## src/hdl/skm_pkg.sv

```systemverilog
// Package with the beat types, queue command types and constants of the sorted kink merge.
`timescale 1ns / 1ps

package skm_pkg;

    localparam int CNT_W       = 7;
    localparam int MAX_RESULTS = 32;
    localparam int QUEUE_DEPTH = 2;

    localparam logic [63:0] EMPTY_KEY = 64'hFFFF_FFFF_FFFF_FFFF;

    typedef struct packed {
        logic [31:0] kink_time;
        logic [63:0] kink_key;
        logic [15:0] kink_site;
        logic        batch_last;
    } in_beat_t;

    typedef struct packed {
        logic [31:0] entry_time;
        logic        state_before;
        logic        state_after;
        logic [63:0] entry_key;
        logic [15:0] entry_site;
        logic        entry_last;
        logic        batch_error;
    } out_beat_t;

    typedef struct packed {
        logic [31:0] kink_time;
        logic [63:0] kink_key;
        logic [15:0] kink_site;
    } batch_entry_t;

    typedef struct packed {
        logic [31:0] entry_time;
        logic [63:0] entry_key;
        logic [15:0] entry_site;
        logic        state_before;
        logic        state_after;
    } chain_entry_t;

    typedef struct packed {
        logic             slot;
        logic [CNT_W-1:0] count;
    } merge_cmd_t;

    typedef struct packed {
        logic valid;
        logic slot;
    } slot_release_t;

endpackage

```

## src/hdl/skm_cmd_fifo.sv

```systemverilog
// Two-entry queue of merge commands between the input side and the merge engine.
`timescale 1ns / 1ps

module skm_cmd_fifo (
    input  logic                clk,
    input  logic                rst_n,
    input  logic                push,
    input  skm_pkg::merge_cmd_t push_data,
    input  logic                pop,
    output logic                head_valid,
    output skm_pkg::merge_cmd_t head_data
);
    import skm_pkg::*;

    merge_cmd_t entry_reg [QUEUE_DEPTH];

    logic       wr_ptr_reg, wr_ptr_next;
    logic       rd_ptr_reg, rd_ptr_next;
    logic [1:0] fill_reg, fill_next;

    assign head_valid = fill_reg != 2'd0;
    assign head_data  = entry_reg[rd_ptr_reg];

    always_comb
    begin
        wr_ptr_next = push ? !wr_ptr_reg : wr_ptr_reg;
        rd_ptr_next = pop ? !rd_ptr_reg : rd_ptr_reg;
        fill_next   = fill_reg + {1'b0, push} - {1'b0, pop};
    end

    always_ff @(posedge clk or negedge rst_n)
    begin
        if (!rst_n)
        begin
            wr_ptr_reg <= 1'b0;
            rd_ptr_reg <= 1'b0;
            fill_reg   <= 2'd0;
        end
        else
        begin
            wr_ptr_reg <= wr_ptr_next;
            rd_ptr_reg <= rd_ptr_next;
            fill_reg   <= fill_next;
        end
    end

    always_ff @(posedge clk)
    begin
        if (push)
        begin
            entry_reg[wr_ptr_reg] <= push_data;
        end
    end

endmodule

```

## config.mk

```make
export PLATFORM = sky130hd
export DESIGN_NAME = skm_cmd_fifo
export DESIGN_NICKNAME = d
export VERILOG_FILES = /design/src/hdl/skm_pkg.sv /design/src/hdl/skm_cmd_fifo.sv
export SDC_FILE = /design/constraint.sdc
export NUM_CORES = 1
export LEC_CHECK = 0
export BUFFER_PORTS_ARGS = -buffer_cell sky130_fd_sc_hd__buf_2
export CAP_MARGIN = 5
export CORE_AREA = 2 2 46 48
export DETAILED_ROUTE_END_ITERATION = 8
export DIE_AREA = 0 0 48 50
export PLACE_DENSITY = 0.71
export SYNTH_ARGS = -nofsm -noshare
export SYNTH_HDL_FRONTEND = slang
export SYNTH_SLANG_ARGS = --single-unit
```

## constraint.sdc

```tcl
create_clock -name clk -period 1.2 [get_ports clk]
set_input_delay 0.12 -clock clk [delete_from_list [all_inputs] [get_ports clk]]
set_output_delay 0.12 -clock clk [all_outputs]
set_load 0.05 [all_outputs]
```

==> summary.txt, run 1 <==
Routing
  – WL final: 1163 um
  – DRT iter0 DRCs: 4
  – Mean number of vias per cell: approximately 4.3
  – Wire length per cell: 12.11 um
  – Via Count: 416
  – DRC Markers: 0
  – Final ANT Viol Nets: 0
  – DRT Pass-1 Iters: 4

STA
  – Setup Viol. Count Final: 8
  – Setup ws final: -0.2295 ns
  – Final worst-path cycle share: 119.1%
  – Slew Viols, Final: 0
  – Final hold vios: 0
  – Hold_ws: 0.02213 ns
  – Unrepaired setup endpoints after global routing: true
  – Relative slew margins: 75.60%
  – Worst Tran Pin Value: 0.3660 ns
  – Final Skew: 0.002534 ns
  – Max Fclk: roughly 0.7 GHz
  – Tmin final: 1.429 ns

Die
  – Die X: 48 um
  – Die H: about 50 um
  – Row cnt: 16
  – Die area: approximately 2400 um2
  – Core Area: 1902 um2
  – Initial Utilization: 42.30%
  – I/O pins: 21

Global routing
  – Initial antenna violation count: 0
  – Total gr overflow: 0
  – Global-route wire length before repair: 1725 um
  – Largest net degree at the start of global routing: 11
  – Vias in the first global route: about 410
  – Gr usage total: 10.55%

Final layout
  – Fraction of layout cells with a size suffix above 1: roughly 55%
  – Diodes inserted: 0
  – Largest register FFs: 16
  – Final instance area: ~1100 um2
  – Layout area overhead: 36.24%
  – Final nets: 85

CTS
  – CTS buffer count: 3
  – Reg clk slew, reported paths: approximately 0.1 ns
  – Clk buf depth: 2
  – Clock latency on the worst-skew pair: 0.28 ns
  – CTS HTree Levels: 1
  – Clock sink total: 20
  – Clk root buf: clkbuf_4
  – TritonCTS clock tree: yes

Worst setup path
  – CP Class: reg2out
  – Worst setup SP type: flip-flop
  – Crit path capture type: output pin
  – Worst-path fanout max: 5
  – R2R depth: 5
  – WP data required: ~1.1 ns
  – Arr. time, crit path: 1.31 ns

Pwr
  – Net switching fraction of the power: 36.42%
  – Reg power frac: 36.3%
  – Pint: between 1500 and 2000 uW
  – Worst vdd ir: 1.479 mV
  – Pwr per Cell Area: 2573 nW/um2
  – Comb power frac: 53.5%
  – Clk network pwr share: roughly 10%
  – Pleak: 0.0004747 uW
  – Switch Pwr: 1027 uW

Worst hold path
  – HP Class: in2reg
  – Worst hold stages: 1

Placement
  – Placed Area: ~940 um2
  – Port Buf Inserts: 20
  – Gp weighted congestion: 0.6588

Logic synthesis
  – Syn_area_per_cell: 20.63 um2
  – Cell area after technology mapping: 804.5 um2
  – Yosys warnings: 0
  – Netlist cell types: 11
  – #FFs+latches synth: 20
  – Synthesized net count: 53
  – Synth Instances: 39
  – Seq/Total Area, Yosys: 72.16%

Outcome
  – Status: finished with violations
  – Violated checks: negative setup slack

Run
  – Max-Cap Viols: 0
-- cell usage after synthesis (all sizes together) --
cell type | count | area share, %
nor2b | 1 | 0.78
or2 | 1 | 0.78
mux2 | 8 | 15
ha | 2 | 3.1
and2 | 1 | 0.78
xor3 | 1 | 3.0
xor2 | 2 | 2.2
inv | 2 | 0.93
buf | 1 | 1.4
dfrtp | 4 | 12
edfxtp | 16 | 60
-- path summary, 6_finish.rpt --
kind                                              to              startpoint  slack (ns)
max                                     head_data[5]  rd_ptr_reg$_DFFE_PN0P_       -0.23
min                        entry_reg[0][4]$_DFFE_PP_            push_data[4]        0.02
max reg2reg                    fill_reg[1]$_DFF_PN0_   fill_reg[0]$_DFF_PN0_        0.01
min reg2reg                   wr_ptr_reg$_DFFE_PN0P_  wr_ptr_reg$_DFFE_PN0P_        0.49
max in group asynchronous     rd_ptr_reg$_DFFE_PN0P_                   rst_n        0.91
min in group asynchronous      fill_reg[1]$_DFF_PN0_                   rst_n        0.16
-- metrics by stage --
step | cells | power [uW] | setup WS, ns | TNS (ns) | utilization, %
2_1_floorplan | 39 | 1998 | 0.03826 | 0 | -
3_3_place_gp | 87 | 2172 | -0.05866 | -0.4606 | 49.54
3_5_place_dp | 87 | 2192 | -0.07776 | -0.5850 | 49.54
4_1_cts | 94 | 2827 | -0.2233 | -1.717 | 56.58
5_1_grt | 96 | 2967 | -0.2796 | -2.284 | 57.63
6_report | 96 | 2820 | -0.2295 | -1.763 | 57.63
-- power groups by stage --
stage / combinational [uW] / clock, uW / sequential (uW)
global placement: 1090 / 0 / 1080
CTS: 1510 / 292 / 1020
detailed placement: 1100 / 0 / 1090
global route: 1600 / 332 / 1040
floorplan: 990 / 0 / 1010
finish: 1510 / 289 / 1020
-- worst max-delay path: stages (launching register included) --
cell and delay [ns]:
dfrtp_2 0.43, buf_6 0.14, mux2_4 0.30, buf_6 0.15
-- layer usage --
| metal | track usage [%] | wire (um) |
|---|---|---|
| met3 | 3.297 | 47 |
| met4 | 4.054 | 0 |
| met2 | 16.22 | 643 |
| met1 | 13.56 | 472 |
| met5 | 0 | 0 |
-- final cells by class --
cell class | instances | area, um2
Clock buffer | 3 | 22.52
Fill cell | 160 | 805.8
Inverter | 2 | 7.507
Multi-Input combinational cell | 16 | 207.7
Sequential cell | 20 | 581.8
Tap cell | 27 | 33.78
Timing Repair Buffer | 28 | 242.7
-- timing repair --
item,in CTS,in global routing
setup buffers,3,0
pin swaps,0,1
setup endpoints to repair,10,10
gates resized for setup,27,0
endpoints found under the hold margin,4,4
hold buffers,1,2
-- cells by family after synthesis --
| logic type | after synthesis | share of synthesized area (%) |
|---|---|---|
| DFF | 20 | 72.16 |
| muxes | 8 | 14.93 |
| xor gates and xnor gates | 3 | 5.132 |
| buffers and inverters | 3 | 2.333 |
| and+or+nand+nor | 3 | 2.334 |
| adders and majority gates | 2 | 3.110 |
-- layout by cell type, fill, tap and decap left out, types with 2 or more instances in the layout --
| cell type | instances |
|---|---|
| buf_6 | 8 |
| buf_2 | 11 |
| inv_1 | 2 |
| edfxtp_1 | 16 |
| dlygate4sd3_1 | 3 |
| buf_8 | 3 |
| mux2_4 | 8 |
| xor2_1 | 2 |
| ha_1 | 2 |
| clkbuf_4 | 3 |
| buf_4 | 3 |
| dfrtp_1 | 3 |
No activity file was read; power rests on OpenSTA's default activity.
==> run 2, diff against run 1 <==
- CORE_AREA: 2 2 46 48 -> 2 2 60 62
- DIE_AREA: 0 0 48 50 -> 0 0 62 64
- HOLD_SLACK_MARGIN: default -> 0.1
- PLACE_DENSITY: 0.71 -> 0.46
==> run 2 against run 1 <==
  * The flow still finishes with violations (negative setup slack)
  * Non-clock buffer count up 8
  * Largest power group unchanged
  * Power rose by 7.7%
  * Clock power rose by 86%
  * Setup slack better by 0.0066 ns
  * Largest cell class unchanged
  * Routed wire length grew 9.5%
  * First-iteration DRC count is 130% higher
==> summary.txt, run 2 (synthesis gave the netlist of run 1 again) <==
Routing
  – DRC Markers: 0 (unchanged)
  – DRT Pass-1 Iters: 2 (-2)
  – DRT iter0 DRCs: 9 (+5)
  – WL final: 1274 um (+9.5%)
  – Wire length per cell: 10.27 um (-15%)
  – Via Count: 452 (+8.7%)
  – Final ANT Viol Nets: 0 (unchanged)
  – Mean number of vias per cell: 3.645 (-16%)

CTS
  – Reg clk slew, reported paths: 0.10 ns (about the same)
  – Clk buf depth: 2 (unchanged)
  – Clock sink total: 20 (unchanged)
  – CTS HTree Levels: 1 (unchanged)
  – Clk root buf: clkbuf_4
  – CTS buffer count: 3 (unchanged)
  – TritonCTS clock tree: yes
  – Clock latency on the worst-skew pair: 0.30 ns (+0.02 ns)

STA
  – Slew Viols, Final: 0 (unchanged)
  – Unrepaired setup endpoints after global routing: true
  – Setup Viol. Count Final: 9 (+1)
  – Worst Tran Pin Value: 0.1301 ns (-0.2359 ns)
  – Final Skew: 0.01057 ns (+0.008039 ns)
  – Setup ws final: -0.2229 ns (+0.006627 ns)
  – Max Fclk: 0.7028 GHz (+0.47%)
  – Relative slew margins: 91.30% (+16 points)
  – Final hold vios: 0 (unchanged)
  – Final worst-path cycle share: 118.6% (-0.55 points)
  – Tmin final: 1.423 ns (-0.006627 ns)

Die
  – Die H: 64 um (+28%)
  – Initial Utilization: 24.50% (-18 points)
  – Die X: 62 um (+29%)
  – Row cnt: 21 (+5)
  – Core Area: 3284 um2 (+73%)
  – I/O pins: 21 (unchanged)
  – Die area: 3968 um2 (+65%)

Final layout
  – Commonest non-fill, non-tap cells in the layout: edfxtp_1, dlygate4sd3_1, buf_2
  – Most common cell after layout, fill and taps aside: edfxtp_1
  – Final instance area: 1217 um2 (+11%)
  – Fraction of layout cells with a size suffix above 1: 48.72% (-6.4 points)
  – Final nets: 93 (+9.4%)
  – Layout Cells excl Fill: 124 (+29%)
  – Diodes inserted: 0 (unchanged)
  – Layout area overhead: 51.32%
  – Post-layout util: 37.07% (-21 points)
  – Largest register FFs: 16 (unchanged)

Outcome
  – Violated checks: negative setup slack
  – Status: finished with violations

Global routing
  – Largest net degree at the start of global routing: 13 (+2)
  – Initial antenna violation count: 0 (unchanged)
  – Gr usage total: 6.993% (-3.6 points)
  – Total gr overflow: 0 (unchanged)
  – Vias in the first global route: 433 (+4.8%)
  – Global-route wire length before repair: 1932 um (+12%)

Placement
  – Placed Area: 980.9 um2 (+4.1%)
  – Gp weighted congestion: 0.6270 (-4.8%)
  – Dpl cells: 108 (+24%)
  – Port Buf Inserts: 20 (unchanged)

Worst setup path
  – WP data required: 1.08 ns (about the same)
  – Crit path capture type: output pin
  – Worst setup SP type: flip-flop
  – Arr. time, crit path: 1.30 ns (about the same)
  – CP Class: reg2out
  – Worst-path fanout max: 3 (-2)

Pwr
  – Worst vdd ir: 1.013 mV (-31%)
  – Pwr per Cell Area: 2495 nW/um2 (-3.0%)
  – Pleak: 0.0005196 uW (+9.5%)
  – Pwr Total: 3037 uW (+7.7%)

Run
  – Max-Cap Viols: 0 (unchanged)

Worst hold path
  – HP Class: in2async
==> run 2: cell types whose count changed in the layout (fill, tap and decap cells not counted) <==
cell           change
bufinv_16          +1
dfrtp_2            -1
buf_8              -2
dlygate4sd3_1      +8
buf_6              +1
buf_4              +1
dfrtp_1            +1
==> run 2: critical path, cell delays in order (launching register included) <==
cell and delay, ns:
dfrtp_1 0.40, buf_4 0.16, mux2_4 0.30, buf_6 0.15
==> run 2: power breakdown <==
| part | internal [uW] | switching [uW] | total (uW) |
|---|---|---|---|
| logic | 706 | 786 | 1490 |
| clock network | 338 | 199 | 537 |
| registers | 943 | 65.4 | 1010 |
| total | 1990 | 1050 | 3040 |
==> run 2: worst paths after layout <==
check                                            start                endpoint  slack, ns  cells past startpoint
worst max-delay path            rd_ptr_reg$_DFFE_PN0P_            head_data[4]      -0.22                      3
worst min-delay path                             rst_n  wr_ptr_reg$_DFFE_PN0P_       0.15                      2
worst max register to register   fill_reg[0]$_DFF_PN0_   fill_reg[1]$_DFF_PN0_       0.02                      5
worst min register to register  wr_ptr_reg$_DFFE_PN0P_  wr_ptr_reg$_DFFE_PN0P_       0.49                      1
max in group asynchronous                        rst_n  rd_ptr_reg$_DFFE_PN0P_       0.93                      2
min in group clk                                   pop   fill_reg[1]$_DFF_PN0_       0.31                      3
==> run 2: area by class of cell <==
| type | instances | area (um2) |
|---|---|---|
| Clock buffer | 3 | 22.52 |
| Clock inverter | 1 | 30.03 |
| Fill cell | 326 | 2067 |
| Inverter | 2 | 7.507 |
| Multi-Input combinational cell | 16 | 207.7 |
| Sequential cell | 20 | 580.6 |
| Tap cell | 46 | 57.56 |
| Timing Repair Buffer | 36 | 311.5 |
==> run 2: timing repair <==
action                     CTS  global route
hold buffers                11             0
setup buffers                1             0
gates resized for setup     21             0
hold endpoints to repair    23             0
pin swaps                    1             1
setup endpoints to repair    9            10
gates cloned                 0             0
==> run 2: routing by layer <==
metal / vias to the layer above / global-route usage, % / part of all wire (%)
li1: 219 / - / -
met1: 214 / 8.021 / 42
met2: 17 / 10.68 / 50
met3: 2 / 4.049 / 7.3
met4: 0 / 2.394 / 0.78
met5: - / 0 / 0
==> run 2: through the flow <==
| stage | worst slack [ns] | hold slack (ns) | setup TNS, ns |
|---|---|---|---|
| after floorplan | 0.03826 | -0.1756 | 0 |
| after global placement | 0.04722 | -0.06531 | 0 |
| after detailed placement | 0.02613 | -0.06532 | 0 |
| after CTS | -0.2444 | 0.1377 | -1.898 |
| after global routing | -0.2786 | 0.1397 | -2.263 |
| final | -0.2229 | 0.1519 | -1.717 |
